==> config.mk <==
export PLATFORM = sky130hd
export DESIGN_NAME = letter_order_topo_sort_flat
export DESIGN_NICKNAME = d
export VERILOG_FILES = /design/src/rtl/lots_pkg.sv /design/src/rtl/lots_if.sv /design/src/rtl/lots_ram.sv /design/src/rtl/lots_graph.sv /design/src/rtl/letter_order_topo_sort.sv /design/src/flat_wrapper.sv
export SDC_FILE = /design/constraint.sdc
export NUM_CORES = 2
export LEC_CHECK = 0
export BUFFER_PORTS_ARGS = -buffer_cell sky130_fd_sc_hd__buf_2
export CORE_ASPECT_RATIO = 1.5
export CORE_MARGIN = 2
export CORE_UTILIZATION = 55
export DETAILED_ROUTE_END_ITERATION = 16
export PLACE_DENSITY = 0.7
export SYNTH_ARGS = -nofsm -noshare
export SYNTH_HDL_FRONTEND = slang
export SYNTH_HIERARCHICAL = 1
export SYNTH_SLANG_ARGS = --single-unit
==> constraint.sdc <==
create_clock -name clk -period 6.41 [get_ports clk]
set_input_delay 0.9615 -clock clk [delete_from_list [all_inputs] [get_ports clk]]
set_output_delay 0.9615 -clock clk [all_outputs]
set_load 0.01 [all_outputs]
==> src/rtl/lots_pkg.sv <==
// shared constants and types of the letter order sort
package lots_pkg;
	localparam int MAX_WORD_LEN_D = 128;
	localparam int ALPHABET_D = 26;
	localparam int LW = 5;
	localparam int PW = 8;

	typedef enum logic [1:0] {
		ST_OK     = 2'd0,
		ST_PREFIX = 2'd1,
		ST_CYCLE  = 2'd2,
		ST_LONG   = 2'd3
	} status_t;

	typedef struct packed {
		logic          clear;
		logic          mark;
		logic          add;
		logic          step;
		logic [LW-1:0] src;
		logic [LW-1:0] dst;
	} graph_cmd_t;

	typedef struct packed {
		logic          found;
		logic [LW-1:0] pick;
		logic          complete;
		logic          any;
	} graph_stat_t;
endpackage

==> src/rtl/lots_if.sv <==
// letter input and order output channel interfaces
interface lots_in_if;
	logic                   valid;
	logic                   ready;
	logic [lots_pkg::LW-1:0] letter;
	logic                   word_end;
	logic                   list_end;
	modport source (output valid, letter, word_end, list_end, input ready);
	modport sink (input valid, letter, word_end, list_end, output ready);
endinterface

interface lots_out_if;
	logic                   valid;
	logic                   ready;
	logic [lots_pkg::LW-1:0] out_letter;
	logic [1:0]             status;
	logic                   last;
	modport source (output valid, out_letter, status, last, input ready);
	modport sink (input valid, out_letter, status, last, output ready);
endinterface

==> src/rtl/lots_ram.sv <==
// generic single-port-write ram with registered read
module lots_ram #(
	parameter int WIDTH = 8,
	parameter int DEPTH = 16,
	parameter int AW = (DEPTH > 1) ? $clog2(DEPTH) : 1
) (
	input  logic             clk,
	input  logic             we,
	input  logic [AW-1:0]    wa,
	input  logic [WIDTH-1:0] wd,
	input  logic [AW-1:0]    ra,
	output logic [WIDTH-1:0] rd
);
	logic [WIDTH-1:0] mem [DEPTH];

	always_ff @(posedge clk) begin
		if (we) begin
			mem[wa] <= wd;
		end
		rd <= mem[ra];
	end
endmodule

==> src/rtl/lots_graph.sv <==
// edge matrix, in-degree counters and kahn pick logic
module lots_graph #(
	parameter int ALPHABET = lots_pkg::ALPHABET_D
) (
	input  logic                  clk,
	input  logic                  arst_n,
	input  lots_pkg::graph_cmd_t  cmd,
	output lots_pkg::graph_stat_t stat
);
	import lots_pkg::*;

	localparam int IW = $clog2(ALPHABET);

	logic [ALPHABET-1:0] edge_q [ALPHABET];
	logic [LW-1:0]       deg_q [ALPHABET];
	logic [ALPHABET-1:0] present_q;
	logic [ALPHABET-1:0] emitted_q;
	logic [ALPHABET-1:0] rdy;
	logic [IW-1:0]       pick_i;
	logic [IW-1:0]       src_i;
	logic [IW-1:0]       dst_i;

	assign src_i = cmd.src[IW-1:0];
	assign dst_i = cmd.dst[IW-1:0];

	always_comb begin
		pick_i = '0;
		for (int i = ALPHABET - 1; i >= 0; i--) begin
			rdy[i] = present_q[i] & ~emitted_q[i] & (deg_q[i] == '0);
			if (rdy[i]) begin
				pick_i = IW'(i);
			end
		end
	end

	assign stat.found    = |rdy;
	assign stat.pick     = LW'(pick_i);
	assign stat.complete = (present_q == emitted_q);
	assign stat.any      = |present_q;

	always_ff @(posedge clk or negedge arst_n) begin
		if (!arst_n) begin
			present_q <= '0;
			emitted_q <= '0;
			for (int i = 0; i < ALPHABET; i++) begin
				edge_q[i] <= '0;
				deg_q[i]  <= '0;
			end
		end else if (cmd.clear) begin
			present_q <= '0;
			emitted_q <= '0;
			for (int i = 0; i < ALPHABET; i++) begin
				edge_q[i] <= '0;
				deg_q[i]  <= '0;
			end
		end else begin
			if (cmd.mark) begin
				present_q[dst_i] <= 1'b1;
			end
			if (cmd.add && !edge_q[src_i][dst_i]) begin
				edge_q[src_i][dst_i] <= 1'b1;
				deg_q[dst_i]         <= deg_q[dst_i] + 1'b1;
			end
			if (cmd.step) begin
				emitted_q[pick_i] <= 1'b1;
				for (int j = 0; j < ALPHABET; j++) begin
					if (edge_q[pick_i][j] && deg_q[j] != '0) begin
						deg_q[j] <= deg_q[j] - 1'b1;
					end
				end
			end
		end
	end
endmodule

==> src/rtl/letter_order_topo_sort.sv <==
// letter order derivation: top level with build control, sort sequencer and output register
// build: each letter transaction passes through S_IDLE (previous-word memory read), then S_PROC (compare and write)
// list end: S_END settles, then S_SORT picks one letter at a time and finishes when no letter is ready
// output: one result transaction per cycle while the sink is ready, last flag on the final one
// arst_n clears all list state, edge matrix and degrees at once; previous-word memory is not cleared
module letter_order_topo_sort #(
	parameter int MAX_WORD_LEN = lots_pkg::MAX_WORD_LEN_D,
	parameter int ALPHABET = lots_pkg::ALPHABET_D
) (
	input  logic       clk,
	input  logic       arst_n,
	lots_in_if.sink    letters_ch,
	lots_out_if.source order_ch
);
	import lots_pkg::*;

	localparam int AW = (MAX_WORD_LEN > 1) ? $clog2(MAX_WORD_LEN) : 1;
	localparam int IW = $clog2(ALPHABET);
	localparam int CW = $clog2(ALPHABET + 1);

	typedef enum logic [2:0] {S_IDLE, S_PROC, S_END, S_SORT, S_OUT, S_ERR} state_t;

	state_t        state_q;
	logic [LW-1:0] letter_s1;
	logic          wend_s1;
	logic          lend_s1;
	logic [PW-1:0] pos_q;
	logic [PW-1:0] plen_q;
	logic          peq_q;
	logic          first_q;
	status_t       err_q;
	logic [LW-1:0] order_q [ALPHABET];
	logic [CW-1:0] n_q;
	logic [CW-1:0] k_q;
	logic          ovalid_q;
	logic [LW-1:0] oletter_q;
	status_t       ostatus_q;
	logic          olast_q;

	logic [LW-1:0] prev_rd;
	logic          ram_we;
	graph_cmd_t    gcmd;
	graph_stat_t   gstat;
	logic          slot_free;

	// build step variables
	logic          take;
	logic          room;
	logic          cmp;
	logic [PW-1:0] pos_n;
	logic          peq_n;
	status_t       err_n;

	assign slot_free        = !ovalid_q || order_ch.ready;
	assign letters_ch.ready = (state_q == S_IDLE);
	assign order_ch.valid      = ovalid_q;
	assign order_ch.out_letter = oletter_q;
	assign order_ch.status     = ostatus_q;
	assign order_ch.last       = olast_q;

	always_comb begin
		take  = (state_q == S_PROC) && (err_q == ST_OK) && (letter_s1 < LW'(ALPHABET));
		room  = pos_q < PW'(MAX_WORD_LEN);
		cmp   = !first_q && peq_q && (pos_q < plen_q);
		pos_n = pos_q;
		peq_n = peq_q;
		err_n = err_q;
		gcmd  = '0;
		gcmd.src = prev_rd;
		gcmd.dst = letter_s1;
		ram_we = 1'b0;
		if (take) begin
			if (!room) begin
				err_n = ST_LONG;
			end else begin
				gcmd.mark = 1'b1;
				ram_we    = 1'b1;
				pos_n     = pos_q + 1'b1;
				if (cmp && prev_rd != letter_s1) begin
					peq_n    = 1'b0;
					gcmd.add = (prev_rd < LW'(ALPHABET));
				end
			end
		end
		if (state_q == S_SORT) begin
			gcmd.step = gstat.found;
		end
		if ((state_q == S_END && err_q == ST_OK && !gstat.any)
				|| (state_q == S_OUT && slot_free && k_q == n_q - 1'b1)
				|| (state_q == S_ERR && slot_free)) begin
			gcmd.clear = 1'b1;
		end
	end

	lots_ram #(.WIDTH(LW), .DEPTH(MAX_WORD_LEN), .AW(AW)) u_prev (
		.clk (clk),
		.we  (ram_we),
		.wa  (pos_q[AW-1:0]),
		.wd  (letter_s1),
		.ra  (pos_q[AW-1:0]),
		.rd  (prev_rd)
	);

	lots_graph #(.ALPHABET(ALPHABET)) u_graph (
		.clk    (clk),
		.arst_n (arst_n),
		.cmd    (gcmd),
		.stat   (gstat)
	);

	always_ff @(posedge clk) begin
		if (letters_ch.valid && letters_ch.ready) begin
			letter_s1 <= letters_ch.letter;
			wend_s1   <= letters_ch.word_end;
			lend_s1   <= letters_ch.list_end;
		end
		if (state_q == S_SORT && gstat.found) begin
			order_q[n_q[IW-1:0]] <= gstat.pick;
		end
	end

	always_ff @(posedge clk or negedge arst_n) begin
		if (!arst_n) begin
			state_q   <= S_IDLE;
			pos_q     <= '0;
			plen_q    <= '0;
			peq_q     <= 1'b1;
			first_q   <= 1'b1;
			err_q     <= ST_OK;
			n_q       <= '0;
			k_q       <= '0;
			ovalid_q  <= 1'b0;
			oletter_q <= '0;
			ostatus_q <= ST_OK;
			olast_q   <= 1'b0;
		end else begin
			if (order_ch.ready) begin
				ovalid_q <= 1'b0;
			end
			unique case (state_q)
				S_IDLE: begin
					if (letters_ch.valid) begin
						state_q <= S_PROC;
					end
				end
				S_PROC: begin
					pos_q <= pos_n;
					peq_q <= peq_n;
					err_q <= err_n;
					if ((wend_s1 || lend_s1) && pos_n != '0) begin
						if (err_n == ST_OK && !first_q && peq_n && pos_n < plen_q) begin
							err_q <= ST_PREFIX;
						end
						plen_q  <= pos_n;
						pos_q   <= '0;
						peq_q   <= 1'b1;
						first_q <= 1'b0;
					end
					state_q <= lend_s1 ? S_END : S_IDLE;
				end
				S_END: begin
					n_q <= '0;
					k_q <= '0;
					if (err_q != ST_OK) begin
						state_q <= S_ERR;
					end else if (gstat.any) begin
						state_q <= S_SORT;
					end else begin
						state_q <= S_IDLE;
					end
				end
				S_SORT: begin
					if (gstat.found) begin
						n_q <= n_q + 1'b1;
					end else if (gstat.complete) begin
						state_q <= S_OUT;
					end else begin
						err_q   <= ST_CYCLE;
						state_q <= S_ERR;
					end
				end
				S_OUT: begin
					if (slot_free) begin
						ovalid_q  <= 1'b1;
						oletter_q <= order_q[k_q[IW-1:0]];
						ostatus_q <= ST_OK;
						olast_q   <= (k_q == n_q - 1'b1);
						k_q       <= k_q + 1'b1;
						if (k_q == n_q - 1'b1) begin
							state_q <= S_IDLE;
						end
					end
				end
				S_ERR: begin
					if (slot_free) begin
						ovalid_q  <= 1'b1;
						oletter_q <= '0;
						ostatus_q <= err_q;
						olast_q   <= 1'b1;
						state_q   <= S_IDLE;
					end
				end
				default: state_q <= S_IDLE;
			endcase
			// list state returns to reset once the list is done
			if (gcmd.clear) begin
				pos_q   <= '0;
				plen_q  <= '0;
				peq_q   <= 1'b1;
				first_q <= 1'b1;
				err_q   <= ST_OK;
			end
		end
	end
endmodule

==> src/flat_wrapper.sv <==
// flat-port wrapper written by rule: the top's interface ports become plain ports
module letter_order_topo_sort_flat import lots_pkg::*;
#(
	parameter int MAX_WORD_LEN = lots_pkg::MAX_WORD_LEN_D,
	parameter int ALPHABET = lots_pkg::ALPHABET_D
)
  (clk, arst_n, letters_ch_valid, letters_ch_letter, letters_ch_word_end, letters_ch_list_end, letters_ch_ready, order_ch_valid, order_ch_out_letter, order_ch_status, order_ch_last, order_ch_ready);
  lots_in_if letters_ch_i ();
  lots_out_if order_ch_i ();
  input  logic clk;
  input  logic arst_n;
  input wire logic [$bits(letters_ch_i.valid)-1:0] letters_ch_valid;
  input wire logic [$bits(letters_ch_i.letter)-1:0] letters_ch_letter;
  input wire logic [$bits(letters_ch_i.word_end)-1:0] letters_ch_word_end;
  input wire logic [$bits(letters_ch_i.list_end)-1:0] letters_ch_list_end;
  output wire logic [$bits(letters_ch_i.ready)-1:0] letters_ch_ready;
  output wire logic [$bits(order_ch_i.valid)-1:0] order_ch_valid;
  output wire logic [$bits(order_ch_i.out_letter)-1:0] order_ch_out_letter;
  output wire logic [$bits(order_ch_i.status)-1:0] order_ch_status;
  output wire logic [$bits(order_ch_i.last)-1:0] order_ch_last;
  input wire logic [$bits(order_ch_i.ready)-1:0] order_ch_ready;
  assign letters_ch_i.valid = letters_ch_valid;
  assign letters_ch_i.letter = letters_ch_letter;
  assign letters_ch_i.word_end = letters_ch_word_end;
  assign letters_ch_i.list_end = letters_ch_list_end;
  assign letters_ch_ready = letters_ch_i.ready;
  assign order_ch_valid = order_ch_i.valid;
  assign order_ch_out_letter = order_ch_i.out_letter;
  assign order_ch_status = order_ch_i.status;
  assign order_ch_last = order_ch_i.last;
  assign order_ch_i.ready = order_ch_ready;
  letter_order_topo_sort #(.MAX_WORD_LEN(MAX_WORD_LEN), .ALPHABET(ALPHABET)) u_core (.clk(clk), .arst_n(arst_n), .letters_ch(letters_ch_i), .order_ch(order_ch_i));
endmodule
# Yosys cells after proc, flatten, opt, wreduce, memory -nomap -nowiden
# Memory sizes are Yosys's and may differ from the RTL's. A register that Yosys moved wholly into a read port is not among the register bits.
# Cells that the tools add are included.
[word_totals]
reg_bits = 907
ramBits = 770
inputBits = 11
output_inout_bits = 10
wordCells = 489
n_memories = 2
[classes]
addsub = 31
magnitude_cmp = 14
eq_ne = 16
n_mux = 143
bitwise_logic = 84
n_reduce_logical = 130
[memory_table]
columns = ["memory", "depth", "width", "rd", "rd_clocked_by_memory_dff", "wr", "line_no", "rtl"]
rows = [
  ["u_core.u_prev.mem", 128, 5, 1, 1, 1, "lots_ram.sv:14", "logic [WIDTH-1:0] mem [DEPTH];"],
  ["u_core.order_q", 26, 5, 1, 0, 1, "letter_order_topo_sort.sv:32", "logic [LW-1:0] order_q [ALPHABET];"],
]
[ops]
columns = ["op", "n"]
rows = [
  ["676-bit two-way mux", 2],
  ["676-bit OR", 1],
  ["130-bit two-way mux", 3],
  ["5-bit two-way mux", 59],
  ["26-bit binary-select mux with 5-bit select", 2],
  ["26-bit two-way mux", 9],
  ["5-bit by 1-bit subtractor with 5-bit output, second input constant", 27],
  ["130-bit bitwise mux", 1],
  ["26-bit demux with 5-bit select", 1],
  ["5-bit zero test", 26],
  ["5-bit nonzero test", 26],
  ["8-bit two-way mux", 8],
  ["1-bit AND", 52],
  ["26-bit OR", 2],
  ["26-bit OR reduction", 2],
  ["1-bit logical AND", 47],
  ["5-bit one-hot mux with 2 select lines", 3],
  ["1-bit two-way mux", 27],
  ["26-bit == test", 1],
  ["2-bit two-way mux", 13],
  ["1-bit inverter", 26],
  ["5-bit binary-select mux with 5-bit select", 1],
  ["5-bit demux with 5-bit select", 1],
  ["6-bit >= comparator, second input constant", 3],
  ["34 further kinds", 75],
]

# Logic depth before layout (Yosys ltp)
[depth]
word_depth = 37
mapped_depth = 20
depth_no_buf = 17

# Modules after synthesis
# The synthesis kept the hierarchy.
[modules_own_cells]
columns = ["mod", "n_inst", "cells_per_inst", "area_per_inst_um2", "seq_area_each_um2"]
rows = [
  ["lots_graph", 1, 5027, 48765.5, 21470.6],
  ["lots_ram", 1, 1090, 25060.3, 19318.5],
  ["letter_order_topo_sort", 1, 550, 8077.7, 5167.5],
]

# Worst setup path after synthesis
# No wires, ideal clock.
[synth_path]
kind = "register -> register"
start = "register u_core.letter_s1[0]"
end = "register u_core/u_graph/deg_q[84] (netlist bit)"
t_arrival_ns = 5.331
required_time_ns = 6.290
path_slack_ns = 0.959
stages_incl_launch_ff = 17
path_buffers = 6
period_less_slack_ns = 5.451
path_cell_list = "edfxtp_1 clkbuf_1 buf_1 buf_2 clkbuf_1 mux2i_1 o22ai_1 mux2i_1 clkbuf_1 inv_1 ha_1 nor3b_1 xor2_1 and2_1 clkbuf_1 and3_1 a31o_2"
[synth_between]
elab_chain_len = 10
[synth_rtl]
columns = ["element", "line_no", "rtl"]
rows = [
  ["from (decl)", "letter_order_topo_sort.sv:24", "logic [LW-1:0] letter_s1;"],
  ["from (signal assigned)", "letter_order_topo_sort.sv:113", "letter_s1 <= letters_ch.letter;"],
  ["5-bit inverter with 6-bit output (not written as such) / 5-bit inequality test (equally long branches)", "lots_graph.sv:62, letter_order_topo_sort.sv:79", ""],
  ["5-bit binary-select mux with 5-bit select (tied with other cells)", "lots_graph.sv:62", "deg_q[dst_i] <= deg_q[dst_i] + 1'b1;"],
  ["5-bit two-way mux (not written as such) (tied with other cells)", "lots_graph.sv:62", ""],
  ["5-bit two-way mux (not written as such) / 2-bit two-way mux (equally long branches)", "lots_graph.sv:62, letter_order_topo_sort.sv:73", ""],
  ["5-bit by 1-bit adder with 5-bit output (tied with other cells)", "lots_graph.sv:62", ""],
  ["130-bit bitwise mux / 1-bit logical AND (equally long branches)", "lots_graph.sv:62, lots_graph.sv:60", ""],
  ["130-bit two-way mux *", "lots_graph.sv:60", "if (cmd.add && !edge_q[src_i][dst_i]) begin"],
  ["5-bit two-way mux", "lots_graph.sv:67", "if (edge_q[pick_i][j] && deg_q[j] != '0) begin"],
  ["130-bit two-way mux *", "lots_graph.sv:64", "if (cmd.step) begin"],
  ["130-bit two-way mux *", "lots_graph.sv:49", "end else if (cmd.clear) begin"],
  ["to (signal, indexed assignment)", "lots_graph.sv:62", ""],
  ["to (signal, indexed assignment)", "lots_graph.sv:68", "deg_q[j] <= deg_q[j] - 1'b1;"],
  ["to (decl)", "lots_graph.sv:15", "logic [LW-1:0] deg_q [ALPHABET];"],
]
# Every way passes the cells marked *; elsewhere a longest branch is shown, timed or not. The select of a mux whose other input is x is not followed.
# A chain may end at the register's enable or synchronous reset.

# Final worst setup path
[layout_path]
start = "register u_core/u_graph/deg_q[105] (netlist bit)"
end = "register u_core/u_graph/deg_q[106] (netlist bit)"
[layout_between]
elab_chain_len = 15
[layout_rtl]
columns = ["element", "line_no", "rtl"]
rows = [
  ["5-bit zero test", "lots_graph.sv:29", "rdy[i] = present_q[i] & ~emitted_q[i] & (deg_q[i] == '0);"],
  ["1-bit AND", "lots_graph.sv:29", ""],
  ["5-bit two-way mux (5 in series)", "lots_graph.sv:30", "if (rdy[i]) begin"],
  ["5-bit inverter with 6-bit output (not written as such)", "lots_graph.sv:67", ""],
  ["26-bit binary-select mux with 5-bit select", "lots_graph.sv:67", ""],
  ["26-bit two-way mux (2 in series)", "-", ""],
  ["1-bit logical AND", "lots_graph.sv:67", ""],
  ["5-bit two-way mux", "lots_graph.sv:67", ""],
  ["130-bit two-way mux *", "lots_graph.sv:64", ""],
  ["130-bit two-way mux *", "lots_graph.sv:49", ""],
]
# Marked as above.

==> results.ini <==
[grt]
antenna_found_initial=17
grt-ovfl-total=0
grt_start_max_net_pins=225
grt_pass1_wl_microns=415100
grt_pass1_vias=60630
track_usage_pct=37.50

[placement]
gp_congestion=1.015
placed_area_sq_um=84770
place.port_buffers=20
dpl.hpwl_microns=185600

[logic_synthesis]
synth_top_area_share_pct=28.49
synthTopCellsByArea=edfxtp_1 (28%), dfrtp_1 (27%), mux4_2 (12%)
syn-instance-count=6667
yosysWarnings=6
yosysSeqAreaShare_pct=56.11
synth_flop_cell=dfrtp_1
mappedNetlistArea_sq_um=81900
async_reset_ff_share_pct=53.51
ys_ff_latch=1682
synth_nets=6758
synth.distinct_cells=116
syn_avg_cell_area_sq_um=12.28
synth_common_cells=nor2_1 (945), dfrtp_1 (898), edfxtp_1 (777), a21oi_1 (654), nand2_1 (483)
synth_edf_count=777
synth_top_cell_by_area=edfxtp_1
synth_most_common_cell=nor2_1

[cts]
cts_hold_buf=0
cts_buffers=157
tritoncts=done
clock_sinks=1682
post_cts_resized=0
clock_path_buffers=3
htreeDepth=4
clk_latency_ns=0.83
cts_root_buf=clkbuf_16
path_clk_slew_ns=0.07
post-cts-setup-buffer-count=0

[sta]
fin_tns_setup_ns=0
setup_viol=0
hold_viol_final=0
period_share_pct=96.77
max_slew_margin_pct=4.986
drv_slew=0
period_needed_ns=6.203
fmax_mhz=161.2
tightest_slew_ns=1.421
skew_ns=0.04289
rsz0062_at_grt=no

[cells_and_area]
fillers=11490
layout-drive-gt1-share_pct=17.98
area_growth_syn_to_layout_pct=10.08
multi_input_area_sq_um=33460
final_nets=6667
seqCellArea_sq_um=45980
stdcell_area_sq_um=90160

[detailed_routing]
wire_per_inst_microns=33.00
via_per_inst=7.001
ant_nets=0
initialDrtViolationCount=7845
drt_first_pass_iters=8
route.detailed.drc=0
vias=60480
wl_microns=285000

[critical_path]
endpoint_kind=register
startpoint_type=register
cp_max_fo=13
required_ns=7.16
arrival_ns=6.95
worstSetupPathType=reg2reg

[hold_path]
hold_path.class=in2async

[status]
outcome=complete, no violations

[floorplan]
die_h_microns=476.6
core_sq_um=148100
initial_core_util_pct=55.32
dieArea_sq_um=152100
rows=173
pin_count=21
fp.dieW_microns=319.1

[power_and_ir_drop]
finalPower_mw=51.29
ir_drop_v=0.0009219
leakage_nw=34.56
p_per_area_nw_per_um2=568.9

[run]
maxCapViolCount=0

## flip-flops by register name, summed over array words and instances, names as in the netlist, 2 cells and up
| name | cells |
|---|---|
| u_core/u_prev/mem | 640 |
| u_core/order_q | 130 |
| u_core/err_q | 2 |
| u_core/u_graph/emitted_q | 26 |
| u_core/state_q | 3 |
| u_core/order_ch.status | 2 |
| u_core/u_graph/edge_q | 676 |
| u_core/u_prev/rd | 5 |
| u_core/letter_s1 | 5 |
| u_core/u_graph/deg_q | 130 |
| u_core/k_q | 5 |
| u_core/n_q | 5 |
| u_core/u_graph/present_q | 26 |
| u_core/pos_q | 8 |
| u_core/plen_q | 8 |
| u_core/order_ch.out_letter | 5 |
## metrics by stage
| stage | hold slack [ns] | cells | setup WS, ns | utilization, % |
|---|---|---|---|---|
| floorplan | 0.4356 | 6667 | 0.9590 | - |
| global placement | 0.4460 | 8341 | 0.7806 | 57.26 |
| detailed placement | 0.4497 | 8341 | 0.7773 | 57.26 |
| CTS | 0.1395 | 8627 | 0.7536 | 60.87 |
| global route | 0.1719 | 8630 | 0.01788 | 60.88 |
| finish | 0.1565 | 8638 | 0.2072 | 60.90 |
## cell type report
cell class | instances | share of cell area, %
Tap cell | 1925 | 2.671
Inverter | 117 | 0.5065
Antenna cell | 10 | 0.02775
Timing Repair Buffer | 288 | 2.750
Sequential cell | 1682 | 51.00
Clock inverter | 73 | 1.073
Multi-Input combinational cell | 4330 | 37.11
Clock buffer | 213 | 4.861
## per-layer routing
metal	global-route usage, %	up-vias	part of all wire (%)
met1	42.65	30170	32
li1	-	24770	-
met3	9.531	1487	10
met4	33.55	18	11
met5	0	-	0.042
met2	58.58	4028	46
## layout by cell type, fill, tap and decap left out, types with 24 or more instances in the layout
cell	n
a21oi_1	653
clkinv_2	26
nor3_1	61
nand2b_1	55
a211oi_1	84
clkbuf_16	160
dfrtp_1	893
nand2_1	482
buf_4	239
inv_1	112
nor3b_1	36
a22oi_1	41
a32oi_1	48
nor2b_1	32
edfxtp_1	777
a32o_1	45
nor2_4	29
and3_1	106
nand3_1	127
or3_1	33
o21ai_0	104
clkbuf_1	35
mux4_2	437
nor2_1	906
a31oi_1	36
mux2i_1	237
ha_1	80
buf_12	28
mux2_2	66
o2bb2ai_1	92
and2_1	24
nand4_1	54
## final timing paths
path                       cells after the start                      start                    endpoint  slack (ns)
setup / recovery                              14  u_core/u_graph/deg_q[105]   u_core/u_graph/deg_q[106]        0.21
hold / removal                                 1                     arst_n               u_core/k_q[4]        0.16
setup reg to reg                              14  u_core/u_graph/deg_q[105]   u_core/u_graph/deg_q[106]        0.21
hold reg to reg                                2             u_core/first_q              u_core/first_q        0.46
max in group asynchronous                      2                     arst_n  u_core/u_graph/edge_q[436]        4.74
min in group clk                               1       letters_ch_letter[4]         u_core/letter_s1[4]        0.32
## worst max-delay path, stage by stage (launching register included)
cell and delay [ns]:
dfrtp_1 0.41, inv_1 0.09, ha_1 0.18, nor4b_2 1.12
a22oi_1 0.34, nand4_1 0.29, o221ai_4 0.19, o21ba_1 0.47
and2_0 0.98, buf_4 0.55, a32o_1 0.30, or4_1 0.47
buf_4 0.29, mux2_2 0.34, nor2_1 0.08
## report_power, final
group / internal (mW) / switching (mW)
Clock: 5.47 / 4.29
Sequential: 14.1 / 2.30
Combinational: 8.53 / 16.6
Total: 28.1 / 23.2
## logic make-up after synthesis
logic type / Yosys count / synth area share, %
buf+inv: 655 / 3.416
simple gates: 2100 / 12.04
xor+xnor: 43 / 0.4690
flops: 1682 / 56.11
mux: 747 / 15.92
fa+ha+maj: 80 / 1.222
compound gates: 1360 / 10.82
Power figures use the tool's default switching activity.
